**src/rtl/ils_pkg.sv**
```systemverilog
// Shared types and constants for the indexed list store.
package ils_pkg;

	localparam int OP_W   = 3;
	localparam int IDX_W  = 7;
	localparam int VAL_W  = 32;
	localparam int ST_W   = 2;
	localparam int CNT_W  = 7;
	localparam int WIDE_W = 64;

	// Operation codes
	localparam logic [OP_W-1:0] OP_READ   = 3'd0;
	localparam logic [OP_W-1:0] OP_FRONT  = 3'd1;
	localparam logic [OP_W-1:0] OP_BACK   = 3'd2;
	localparam logic [OP_W-1:0] OP_AT     = 3'd3;
	localparam logic [OP_W-1:0] OP_DELETE = 3'd4;

	// Status codes
	localparam logic [ST_W-1:0] ST_DONE  = 2'd0;
	localparam logic [ST_W-1:0] ST_RANGE = 2'd1;
	localparam logic [ST_W-1:0] ST_FULL  = 2'd2;

	// Operation class seen by the controller
	localparam logic [1:0] K_READ = 2'd0;
	localparam logic [1:0] K_INS  = 2'd1;
	localparam logic [1:0] K_DEL  = 2'd2;
	localparam logic [1:0] K_BAD  = 2'd3;

	// Read address select
	localparam logic [2:0] RA_IDX    = 3'd0;
	localparam logic [2:0] RA_CNT_M1 = 3'd1;
	localparam logic [2:0] RA_PTR_M1 = 3'd2;
	localparam logic [2:0] RA_PTR_P1 = 3'd3;
	localparam logic [2:0] RA_IDX_P1 = 3'd4;

	// Write address select
	localparam logic [1:0] WA_POS    = 2'd0;
	localparam logic [1:0] WA_PTR_P1 = 2'd1;
	localparam logic [1:0] WA_PTR_M1 = 2'd2;

	typedef struct packed {
		logic       cap;
		logic       rd_en;
		logic [2:0] rd_mode;
		logic       wr_en;
		logic [1:0] wr_mode;
		logic       res_load;
	} ils_cmd_t;

	typedef struct packed {
		logic [1:0] kind;
		logic       ok;
		logic       full;
		logic       pos_eq_cnt;
		logic       ptr_eq_pos;
		logic       idx_last;
		logic       ptr_last;
		logic       out_free;
	} ils_stat_t;

endpackage

```
**src/rtl/ils_dpath.sv**
```systemverilog
// Datapath: request registers, entry memory, shift pointer, count and result register.
module ils_dpath #(
	parameter int CAPACITY   = 64,
	parameter int VALUE_BITS = 32
) (
	input  logic                                clk,
	input  logic                                arst_n,
	input  ils_pkg::ils_cmd_t                   cmd,
	output ils_pkg::ils_stat_t                  stat,
	input  logic [ils_pkg::OP_W-1:0]            operation,
	input  logic [ils_pkg::IDX_W-1:0]           index,
	input  logic signed [ils_pkg::VAL_W-1:0]    value,
	input  logic                                out_stall,
	output logic                                out_valid,
	output logic signed [ils_pkg::VAL_W-1:0]    read_value,
	output logic [ils_pkg::ST_W-1:0]            status,
	output logic [ils_pkg::CNT_W-1:0]           count
);

	localparam int AW = $clog2(CAPACITY);
	localparam int CW = $clog2(CAPACITY + 1);
	localparam int XW = ((CW > ils_pkg::IDX_W) ? CW : ils_pkg::IDX_W) + 1;

	logic [VALUE_BITS-1:0]         mem [CAPACITY];
	logic [ils_pkg::OP_W-1:0]      op_q;
	logic [ils_pkg::IDX_W-1:0]     idx_q;
	logic [VALUE_BITS-1:0]         val_q;
	logic [VALUE_BITS-1:0]         rdata_q;
	logic [AW-1:0]                 ptr_q;
	logic [CW-1:0]                 count_q;
	logic                          out_valid_q;
	logic [ils_pkg::VAL_W-1:0]     rv_q;
	logic [ils_pkg::ST_W-1:0]      st_q;
	logic [ils_pkg::CNT_W-1:0]     cnt_q;

	logic signed [ils_pkg::WIDE_W-1:0] val_wide;
	logic signed [VALUE_BITS-1:0]      rdata_s;
	logic signed [ils_pkg::WIDE_W-1:0] rd_wide;
	logic [XW-1:0] idx_x, cnt_x, pos_x, ptr_x, cnt_m1, idx_p1, new_x;
	logic [AW-1:0] ra, wa;
	logic [VALUE_BITS-1:0] wd;
	logic rd_ok, ins_ok, full;
	logic [1:0] kind;
	logic [ils_pkg::ST_W-1:0] st_d;
	logic [ils_pkg::VAL_W-1:0] rv_d;

	assign val_wide = ils_pkg::WIDE_W'(value);
	assign rdata_s  = rdata_q;
	assign rd_wide  = ils_pkg::WIDE_W'(rdata_s);

	assign idx_x  = XW'(idx_q);
	assign cnt_x  = XW'(count_q);
	assign ptr_x  = XW'(ptr_q);
	assign cnt_m1 = cnt_x - XW'(1);
	assign idx_p1 = idx_x + XW'(1);

	always_comb begin
		unique case (op_q)
			ils_pkg::OP_FRONT: pos_x = '0;
			ils_pkg::OP_BACK:  pos_x = cnt_x;
			default:           pos_x = idx_x;
		endcase
	end

	always_comb begin
		unique case (op_q)
			ils_pkg::OP_READ:   kind = ils_pkg::K_READ;
			ils_pkg::OP_FRONT:  kind = ils_pkg::K_INS;
			ils_pkg::OP_BACK:   kind = ils_pkg::K_INS;
			ils_pkg::OP_AT:     kind = ils_pkg::K_INS;
			ils_pkg::OP_DELETE: kind = ils_pkg::K_DEL;
			default:            kind = ils_pkg::K_BAD;
		endcase
	end

	assign rd_ok  = idx_x < cnt_x;
	assign ins_ok = pos_x <= cnt_x;
	assign full   = cnt_x >= XW'(CAPACITY);

	always_comb begin
		stat            = '0;
		stat.kind       = kind;
		unique case (kind)
			ils_pkg::K_READ: stat.ok = rd_ok;
			ils_pkg::K_INS:  stat.ok = ins_ok;
			ils_pkg::K_DEL:  stat.ok = rd_ok;
			default:         stat.ok = 1'b0;
		endcase
		stat.full       = full;
		stat.pos_eq_cnt = pos_x == cnt_x;
		stat.ptr_eq_pos = ptr_x == pos_x;
		stat.idx_last   = idx_p1 == cnt_x;
		stat.ptr_last   = (ptr_x + XW'(1)) == cnt_x;
		stat.out_free   = !out_valid_q || !out_stall;
	end

	// Address selection
	always_comb begin
		unique case (cmd.rd_mode)
			ils_pkg::RA_CNT_M1: ra = cnt_m1[AW-1:0];
			ils_pkg::RA_PTR_M1: ra = ptr_q - AW'(1);
			ils_pkg::RA_PTR_P1: ra = ptr_q + AW'(1);
			ils_pkg::RA_IDX_P1: ra = idx_p1[AW-1:0];
			default:            ra = idx_x[AW-1:0];
		endcase
	end

	always_comb begin
		unique case (cmd.wr_mode)
			ils_pkg::WA_PTR_P1: wa = ptr_q + AW'(1);
			ils_pkg::WA_PTR_M1: wa = ptr_q - AW'(1);
			default:            wa = pos_x[AW-1:0];
		endcase
	end

	assign wd = (cmd.wr_mode == ils_pkg::WA_POS) ? val_q : rdata_q;

	always_ff @(posedge clk) begin
		if (cmd.cap) begin
			op_q  <= operation;
			idx_q <= index;
			val_q <= val_wide[VALUE_BITS-1:0];
		end
		if (cmd.wr_en) begin
			mem[wa] <= wd;
		end
		if (cmd.rd_en) begin
			rdata_q <= mem[ra];
			ptr_q   <= ra;
		end
	end

	// Result and new count
	always_comb begin
		new_x = cnt_x;
		rv_d  = '0;
		st_d  = ils_pkg::ST_DONE;
		unique case (kind)
			ils_pkg::K_READ: begin
				if (rd_ok) begin
					rv_d = rd_wide[ils_pkg::VAL_W-1:0];
				end else begin
					rv_d = '1;
					st_d = ils_pkg::ST_RANGE;
				end
			end
			ils_pkg::K_INS: begin
				if (!ins_ok) begin
					st_d = ils_pkg::ST_RANGE;
				end else if (full) begin
					st_d = ils_pkg::ST_FULL;
				end else begin
					new_x = cnt_x + XW'(1);
				end
			end
			ils_pkg::K_DEL: begin
				if (rd_ok) begin
					new_x = cnt_m1;
				end else begin
					st_d = ils_pkg::ST_RANGE;
				end
			end
			default: st_d = ils_pkg::ST_RANGE;
		endcase
	end

	always_ff @(posedge clk or negedge arst_n) begin
		if (!arst_n) begin
			count_q     <= '0;
			out_valid_q <= 1'b0;
		end else if (cmd.res_load) begin
			count_q     <= new_x[CW-1:0];
			out_valid_q <= 1'b1;
		end else if (!out_stall) begin
			out_valid_q <= 1'b0;
		end
	end

	always_ff @(posedge clk) begin
		if (cmd.res_load) begin
			rv_q  <= rv_d;
			st_q  <= st_d;
			cnt_q <= new_x[ils_pkg::CNT_W-1:0];
		end
	end

	assign out_valid  = out_valid_q;
	assign read_value = rv_q;
	assign status     = st_q;
	assign count      = cnt_q;

	a_count_bound: assert property (@(posedge clk) disable iff (!arst_n)
		cnt_x <= XW'(CAPACITY))
		else $error("entry count above capacity");

	a_out_hold: assert property (@(posedge clk) disable iff (!arst_n)
		(out_valid_q && out_stall) |=>
			(out_valid_q && $stable(rv_q) && $stable(st_q) && $stable(cnt_q)))
		else $error("stalled result changed");

	a_count_load: assert property (@(posedge clk) disable iff (!arst_n)
		!cmd.res_load |=> $stable(count_q))
		else $error("count moved without a result");

endmodule

```
**src/rtl/ils_ctrl.sv**
```systemverilog
// Controller: sequences evaluation, entry shifting and result hand-off.
module ils_ctrl (
	input  logic               clk,
	input  logic               arst_n,
	input  logic               in_valid,
	output logic               in_stall,
	input  ils_pkg::ils_stat_t stat,
	output ils_pkg::ils_cmd_t  cmd
);

	localparam logic [2:0] S_IDLE = 3'd0;
	localparam logic [2:0] S_EVAL = 3'd1;
	localparam logic [2:0] S_INS  = 3'd2;
	localparam logic [2:0] S_PUT  = 3'd3;
	localparam logic [2:0] S_DEL  = 3'd4;
	localparam logic [2:0] S_FIN  = 3'd5;

	logic [2:0] state_q, state_d;

	always_comb begin
		cmd     = '0;
		state_d = state_q;
		unique case (state_q)
			S_IDLE: begin
				if (in_valid) begin
					cmd.cap = 1'b1;
					state_d = S_EVAL;
				end
			end
			S_EVAL: begin
				state_d = S_FIN;
				unique case (stat.kind)
					ils_pkg::K_READ: begin
						if (stat.ok) begin
							cmd.rd_en   = 1'b1;
							cmd.rd_mode = ils_pkg::RA_IDX;
						end
					end
					ils_pkg::K_INS: begin
						if (stat.ok && !stat.full) begin
							if (stat.pos_eq_cnt) begin
								cmd.wr_en   = 1'b1;
								cmd.wr_mode = ils_pkg::WA_POS;
							end else begin
								cmd.rd_en   = 1'b1;
								cmd.rd_mode = ils_pkg::RA_CNT_M1;
								state_d     = S_INS;
							end
						end
					end
					ils_pkg::K_DEL: begin
						if (stat.ok && !stat.idx_last) begin
							cmd.rd_en   = 1'b1;
							cmd.rd_mode = ils_pkg::RA_IDX_P1;
							state_d     = S_DEL;
						end
					end
					default: state_d = S_FIN;
				endcase
			end
			S_INS: begin
				// move entry at ptr up one place, fetch the next one down
				cmd.wr_en   = 1'b1;
				cmd.wr_mode = ils_pkg::WA_PTR_P1;
				if (stat.ptr_eq_pos) begin
					state_d = S_PUT;
				end else begin
					cmd.rd_en   = 1'b1;
					cmd.rd_mode = ils_pkg::RA_PTR_M1;
				end
			end
			S_PUT: begin
				cmd.wr_en   = 1'b1;
				cmd.wr_mode = ils_pkg::WA_POS;
				state_d     = S_FIN;
			end
			S_DEL: begin
				// move entry at ptr down one place, fetch the next one up
				cmd.wr_en   = 1'b1;
				cmd.wr_mode = ils_pkg::WA_PTR_M1;
				if (stat.ptr_last) begin
					state_d = S_FIN;
				end else begin
					cmd.rd_en   = 1'b1;
					cmd.rd_mode = ils_pkg::RA_PTR_P1;
				end
			end
			S_FIN: begin
				if (stat.out_free) begin
					cmd.res_load = 1'b1;
					state_d      = S_IDLE;
				end
			end
			default: state_d = S_IDLE;
		endcase
	end

	always_ff @(posedge clk or negedge arst_n) begin
		if (!arst_n) begin
			state_q <= S_IDLE;
		end else begin
			state_q <= state_d;
		end
	end

	assign in_stall = (state_q != S_IDLE);

	a_load_free: assert property (@(posedge clk) disable iff (!arst_n)
		cmd.res_load |-> stat.out_free)
		else $error("result loaded over an untaken result");

	a_accept_eval: assert property (@(posedge clk) disable iff (!arst_n)
		(in_valid && !in_stall) |=> (state_q == S_EVAL))
		else $error("accepted item not evaluated");

	a_put_after_shift: assert property (@(posedge clk) disable iff (!arst_n)
		(state_q == S_INS && stat.ptr_eq_pos) |=>
			(cmd.wr_en && cmd.wr_mode == ils_pkg::WA_POS))
		else $error("insert value not written after shift");

endmodule

```
**src/rtl/indexed_list_store.sv**
```systemverilog
// Top level of the indexed list store: an ordered list of signed values with indexed access.
//
// Input channel: in_valid / in_stall with operation, index and value. An item is taken
// at a clock edge where in_valid is high and in_stall low. Operations: read at index,
// insert at front, insert at back, insert at index, delete at index.
// Output channel: out_valid / out_stall with read_value, status and count; every
// accepted item gives exactly one result item, in order.
// Sequencing: one item is worked on at a time. Reads, rejected requests, inserts at the
// tail and deletes of the last entry go straight from evaluation to the final step. Other
// inserts and deletes first shift entries one per cycle through the single-write,
// single-read entry memory; the longest case is an insert at the front of a list one
// short of full. The next item is taken in the idle state after the result is loaded.
// The result sits in an output register, so the next item is taken while the previous
// result still waits; a stalled receiver only holds the block at its final step.
// Reset (arst_n low, asynchronous) empties the list and drops any pending result; the
// entry memory itself is not cleared, only entries below the count are ever read.
module indexed_list_store #(
	parameter int CAPACITY   = 64,
	parameter int VALUE_BITS = 32
) (
	input  logic                             clk,
	input  logic                             arst_n,
	input  logic                             in_valid,
	output logic                             in_stall,
	input  logic [ils_pkg::OP_W-1:0]         operation,
	input  logic [ils_pkg::IDX_W-1:0]        index,
	input  logic signed [ils_pkg::VAL_W-1:0] value,
	output logic                             out_valid,
	input  logic                             out_stall,
	output logic signed [ils_pkg::VAL_W-1:0] read_value,
	output logic [ils_pkg::ST_W-1:0]         status,
	output logic [ils_pkg::CNT_W-1:0]        count
);

	ils_pkg::ils_cmd_t  cmd;
	ils_pkg::ils_stat_t stat;

	// Sequencer
	ils_ctrl u_ctrl (
		.clk      (clk),
		.arst_n   (arst_n),
		.in_valid (in_valid),
		.in_stall (in_stall),
		.stat     (stat),
		.cmd      (cmd)
	);

	// Storage, pointer arithmetic and result register
	ils_dpath #(
		.CAPACITY   (CAPACITY),
		.VALUE_BITS (VALUE_BITS)
	) u_dpath (
		.clk        (clk),
		.arst_n     (arst_n),
		.cmd        (cmd),
		.stat       (stat),
		.operation  (operation),
		.index      (index),
		.value      (value),
		.out_stall  (out_stall),
		.out_valid  (out_valid),
		.read_value (read_value),
		.status     (status),
		.count      (count)
	);

endmodule
```
**config.mk**
```make
export PLATFORM = sky130hd
export DESIGN_NAME = indexed_list_store
export DESIGN_NICKNAME = d
export VERILOG_FILES = /design/src/rtl/ils_pkg.sv /design/src/rtl/ils_dpath.sv /design/src/rtl/ils_ctrl.sv /design/src/rtl/indexed_list_store.sv
export SDC_FILE = /design/constraint.sdc
export NUM_CORES = 2
export LEC_CHECK = 0
export BUFFER_PORTS_ARGS = -buffer_cell sky130_fd_sc_hd__buf_4
export CORE_MARGIN = 3
export CORE_UTILIZATION = 30
export DETAILED_ROUTE_END_ITERATION = 16
export GPL_TIMING_DRIVEN = 0
export PLACE_DENSITY = 0.45
export SYNTH_ARGS = -nofsm -noshare
export SYNTH_HDL_FRONTEND = slang
export SYNTH_SLANG_ARGS = --single-unit
export TNS_END_PERCENT = 10
```
**constraint.sdc**
```tcl
create_clock -name clk -period 8 [get_ports clk]
set_clock_uncertainty 0.2 [all_clocks]
set_input_delay 1.2 -clock clk [delete_from_list [all_inputs] [get_ports clk]]
set_output_delay 1.2 -clock clk [all_outputs]
set_load 0.05 [all_outputs]
```
Yosys cells after proc, flatten, opt, wreduce, memory -nomap -nowiden

Memory sizes are Yosys's and may differ from the RTL's. A register that Yosys moved wholly into a read port is not among the register bits.
Cells that the tools add are included.

RAM bits: 2048
Output and inout bits: 43
Memories: 1
Register bits after elaboration: 100
Input port bits: 46
Word-level logic and storage cells: 104

Muxes and demuxes: 43
Add/sub/neg operators: 6
Eq/ne operators: 26
Order comparisons: 3
Reductions and logical operators: 15

Memories:

| name        | words | bits a word | rd ports | clocked after Yosys merged registers in | write ports | line            | RTL |
|---|---|---|---|---|---|---|---|
| u_dpath.mem | 64    | 32          | 1        | 1                                       | 1           | ils_dpath.sv:24 | `logic [VALUE_BITS-1:0] mem [CAPACITY];` |

Operators by type and width:

| operator                                                  | number |
|---|---|
| two-way mux 32 bit                                        | 2 |
| two-way mux 7 bit                                         | 4 |
| case mux 7 bit (2 select lines)                           | 2 |
| two-way mux 3 bit                                         | 8 |
| case mux 4 bit (3 select lines)                           | 2 |
| case mux 6 bit (4 select lines)                           | 1 |
| two-way mux 4 bit                                         | 5 |
| equality test 3 x 2 -> 1 bit (second input constant)      | 6 |
| case mux 3 bit (6 select lines)                           | 1 |
| equality test 8 x 7 -> 1 bit                              | 2 |
| equality test 3 bit (second input constant)               | 4 |
| case mux 3 bit (4 select lines)                           | 1 |
| case mux 6 bit (2 select lines)                           | 1 |
| two-way mux 1 bit                                         | 10 |
| equality test 3 x 1 -> 1 bit (second input constant)      | 3 |
| adder 7 x 1 -> 8 bit (second input constant)              | 1 |
| != test 2 bit (second input constant)                     | 4 |
| adder 6 x 1 -> 7 bit (second input constant)              | 1 |
| adder 7 x 1 -> 7 bit (second input constant)              | 1 |
| equality test 6 x 7 -> 1 bit                              | 1 |
| equality test 7 bit                                       | 1 |
| greater-or-equal comparator 7 bit (second input constant) | 1 |
| less-or-equal comparator 7 bit                            | 1 |
| less-than comparator 7 bit                                | 1 |
| 20 further kinds                                          | 29 |

Logic depth before layout (Yosys ltp)

Word-level depth: 12
Mapped depth: 23
Mapped depth without buffers: 19

Hierarchy

Synthesis repeated with hierarchy kept, for this count alone.

Cells, all modules: 7073
Area, all modules: 88665.0 µm²

Modules (own cells, without submodules):

| module    | area an instance (µm²) | cells each | sequential area each (µm²) | instances |
|---|---|---|---|---|
| ils_dpath | 88220.9                | 7017       | 65332.7                    | 1 |
| ils_ctrl  | 444.2                  | 56         | 75.1                       | 1 |

Worst setup path before layout

No wires, ideal clock.

Kind: flip-flop to flip-flop
Start point: reg u_dpath.op_q[0] (netlist bit)
End point: reg u_dpath.rdata_q[10], read port of u_dpath.mem, data pin
Stages on the path, launching flop included: 19
Buffers on the path: 4
Arrival time: 4.510 ns
Data required time: 7.528 ns
Clock period less this slack: 4.982 ns
Slack: 3.018 ns
Cells stage by stage: edfxtp_1 > buf_2 > and3_1 > a221o_1 > ha_1 > nand4_1 > nor2_1 > o21bai_1 > a21oi_1 > or4_1 > o41a_1 > buf_2 > nand3_2 > buf_2 > buf_1 > mux2_2 > o2111ai_1 > a41oi_1 > or4_1

Cells in the longest elaborated chain, start to end: 12
Elaborated cells on any way between the ends: 30
Classes of those cells: 1 x order compare; 12 x eq/ne; 11 x mux; 6 x reduce/logical

Ends and longest elaborated chain:

| item                                                                                   | line             | RTL |
|---|---|---|
| start: declaration                                                                     | ils_dpath.sv:25  | `logic [ils_pkg::OP_W-1:0] op_q;` |
| start signal: assignment                                                               | ils_dpath.sv:120 | `op_q <= operation;` |
| parallel branches: the longest is 9 deep, another holds less-or-equal comparator 7 bit | n/a              |  |
| case mux 4 bit (3 select lines) (*)                                                    | ils_ctrl.sv:23   | `unique case (state_q)` |
| equality test 3 bit (tied with other cells)                                            | ils_dpath.sv:99  | `unique case (cmd.rd_mode)` |
| case mux 6 bit (4 select lines)                                                        | ils_dpath.sv:99  |  |
| end: declaration                                                                       | ils_dpath.sv:28  | `logic [VALUE_BITS-1:0] rdata_q;` |

Every way passes the cells marked *.
A chain may end at the register's enable or synchronous reset.

Worst setup path in the final report

Start point: reg u_dpath.op_q[0] (netlist bit)
End point: reg u_dpath.rdata_q[13], read port of u_dpath.mem, data pin

The elaborated chain is that of the path after synthesis.

==> impl_metrics.yaml <==
run_status:
  status: "finished, violations left"
  violations: "max-capacitance violations, max-slew violations"
detailed_routing:
  routedWlPerCell_microns: 33.32
  wl_met3_microns: 25020
  vias: 61560
  route.met2.wl_microns: 168600
  wl_microns: 361200
  viasPerCell: 5.680
  drc: 0
  routed.top_layer: "met5"
  ant_nets: 0
  dr.pass1.iters: 6
  drt_iter0_markers: 7181
  wl_met1_microns: 148500
final_layout:
  multi_input_area_sq_mm: 0.02419
  fillCellCount: 29400
  regArea_sq_mm: 0.06541
  drive_above_1_share_pct: 19.34
  nets: 6588
  final_area_sq_mm: 0.1096
  area_growth_syn_to_layout_pct: 17.87
timing:
  finalHoldViolCount: 0
  max_freq_ghz: 0.1259
  fin_setup_tns_ps: 0
  worst_pin_slew_ps: 1570
  max_slew_margin_pct: -4.682
  min_period_ps: 7943
  drv_slew: 22
  setup_violations: 0
  post-route-period-util_pct: 99.29
  rsz0062_at_grt: "yes"
pwr:
  leakage_nw: 28.91
  p_per_area_mw_per_mm2: 210.0
  irDropWorstVdd_uv: 196.4
hold_path:
  hold_depth: 1
  min_from: "value[9]"
  hold_path_class: "in2reg"
  hold_path_end: "u_dpath.val_q[9]$_DFFE_PP_"
yosys:
  synth_nets: 6158
  synth_area_leader_cell: "edfxtp_1"
  synthCells: 6086
  ys_ff_latch: 2180
  synth_ff_type: "edfxtp_1"
  async_flop_share_pct: 0.5046
  syn_area_per_cell_sq_um: 15.28
  synth_top_area_share_pct: 70.05
  synth_common_cells: "edfxtp_1 (2169), o2111ai_1 (746), inv_1 (519), mux2_2 (510), clkbuf_1 (477)"
  synth-edff-count: 2169
  syn_area_sq_mm: 0.09298
  synth_cell_types: 82
  yosys-top-cells-area: "edfxtp_1 (70%), o2111ai_1 (7.0%), mux2_2 (6.2%)"
  synth.most_common_cell: "edfxtp_1"
  yosys_warnings: 0
  ys_seq_area_share_pct: 70.34
setup_path:
  start_kind: "register"
  criticalPathCategory: "reg2reg"
  worstPathArrival_ps: 8350
  cp_max_fo: 10
  r2r-end: "u_dpath.rdata_q[13]$_DFFE_PP_"
  r2r-start: "u_dpath.op_q[0]$_DFFE_PP_"
  critical_path_required_ps: 8410
  r2r_slack_ps: 60
  reg2reg_depth: 19
  worst_setup_path_end_kind: "register"
cts:
  clk_latency_ps: 910
  htree_levels: 4
  cts_tree: "done"
  clock-sinks: 2180
  cts_inserted_buffers: 238
  clockBufferDepth: 4
  path_clk_slew_ps: 60
  clock-root-buffer: "clkbuf_16"
floorplan:
  io_pins: 89
  core-area_sq_mm: 0.3071
  rows: 203
  start_util_pct: 30.28
  die_w_microns: 562.7
  dieArea_sq_mm: 0.3167
  die_h_microns: 562.7
global_route:
  antenna_found_initial: 60
  grt_overflow: 0
  first_global_vias: 59610
  grt_max_degree: 65
  grt_first_pass_wirelength_microns: 492700
  grt_use_total_pct: 22.10
placement:
  placed_cell_area_sq_mm: 0.1016
  hpwl_microns: 259100
  port_buffers: 88
  routabilityCongestion: 0.9209
job:
  drv_cap: 2
repair_timing:
action / in CTS / in global routing
endpoints found under the hold margin: 11 / 0
hold buffers: 1 / 0
setup buffers: 0 / 1
pin swaps: 0 / 1
setup endpoints to repair: 31 / 31
resized for setup: 41 / 54
worst max-delay path by stage:
stage                                    from                             to  slack, ps
2_1_floorplan       u_dpath.op_q[0]$_DFFE_PP_  u_dpath.rdata_q[10]$_DFFE_PP_       3020
6_report            u_dpath.op_q[0]$_DFFE_PP_  u_dpath.rdata_q[13]$_DFFE_PP_         60
4_1_cts        u_dpath.count_q[0]$_DFFE_PN0P_  u_dpath.rdata_q[16]$_DFFE_PP_       -120
5_1_grt        u_dpath.count_q[0]$_DFFE_PN0P_   u_dpath.rdata_q[5]$_DFFE_PP_        -60
3_3_place_gp   u_dpath.count_q[0]$_DFFE_PN0P_  u_dpath.rdata_q[21]$_DFFE_PP_      -1090
3_5_place_dp   u_dpath.count_q[0]$_DFFE_PN0P_  u_dpath.rdata_q[18]$_DFFE_PP_       -580
cell type report:
| type | count | share of cell area (%) |
|---|---|---|
| clock buffer | 305 | 5.683 |
| multi-input combinational | 2757 | 22.07 |
| sequential | 2180 | 59.68 |
| timing repair buffer | 190 | 2.644 |
| tap | 4100 | 4.681 |
| inverter | 526 | 1.803 |
| antenna | 33 | 0.07535 |
| buffer | 623 | 2.336 |
| clock inverter | 124 | 1.021 |
sequential cells by signal, summed over array words and instances, names as in the netlist, 2 cells and up:
| register | count |
|---|---|
| u_dpath.ptr_q | 6 |
| u_dpath.read_value | 32 |
| u_dpath.status | 2 |
| u_dpath.count | 7 |
| u_dpath.count_q | 7 |
| u_dpath.mem | 2048 |
| u_dpath.idx_q | 7 |
| u_dpath.op_q | 3 |
| u_dpath.rdata_q | 32 |
| u_dpath.val_q | 32 |
| u_ctrl.state_q | 3 |
metrics by stage:
stage	instances	utilization, %	setup slack, ps	power (mW)	hold slack [ps]
floorplan	6086	-	3018	12.61	334.7
global placement	10270	32.17	-1091	12.63	319.4
detailed placement	10370	33.10	-582.6	12.63	313.5
CTS	10800	35.57	-122.3	23.20	171.7
global route	10820	35.68	-60.07	23.63	210.0
finish	10840	35.69	57.11	23.01	258.4
critical path, cell delays in order, from the launching register on:
cell and delay [ps]:
edfxtp_1 490, nor2_1 110, nor2_2 130, inv_2 120, a221o_1 520, ha_1 370
nand4_1 160, nor2_1 320, and4bb_2 300, o21ai_0 200, nand2_1 390, nor3_1 590
o21bai_2 390, nand2_1 240, inv_2 190, clkbuf_2 520, clkbuf_1 400, o2111ai_1 710
a41oi_2 610, or4_1 690
where the power goes:
| part | total (mW) | switching (mW) | internal (mW) |
|---|---|---|---|
| clock | 10.6 | 4.69 | 5.94 |
| sequential | 12.4 | 0.0000000000000000233 | 12.4 |
| combinational | 0.0192 | 0.00521 | 0.0140 |
logic make-up after synthesis:
group / count (synthesis) / share of synthesized area [%]
xor+xnor: 28 / 0.2785
mux: 550 / 6.634
fa+ha+maj: 26 / 0.3499
compound gates: 1555 / 14.07
buf+inv: 1149 / 4.803
simple gates: 598 / 3.522
flops: 2180 / 70.34
layout by cell type, fill, tap and decap left out, types with 92 or more instances in the layout:
cell type / synthesis / final
edfxtp_1: 2169 / 2169
o2111ai_1: 746 / 736
inv_1: 519 / 519
clkbuf_1: 477 / 511
mux2_2: 510 / 479
nand4_1: 255 / 255
o221ai_1: 251 / 250
o31ai_1: 249 / 249
clkbuf_16: 0 / 239
buf_4: 8 / 99
nor2_1: 161 / 96
buf_2: 92 / 92
metal layers:
| layer | track usage (%) | up-vias |
|---|---|---|
| met4 | 10.60 | 12 |
| met2 | 35.37 | 2646 |
| li1 | - | 26120 |
| met1 | 29.15 | 32180 |
| met5 | 0 | - |
| met3 | 3.667 | 601 |
Note: power is estimated with default switching activity, not from simulation.
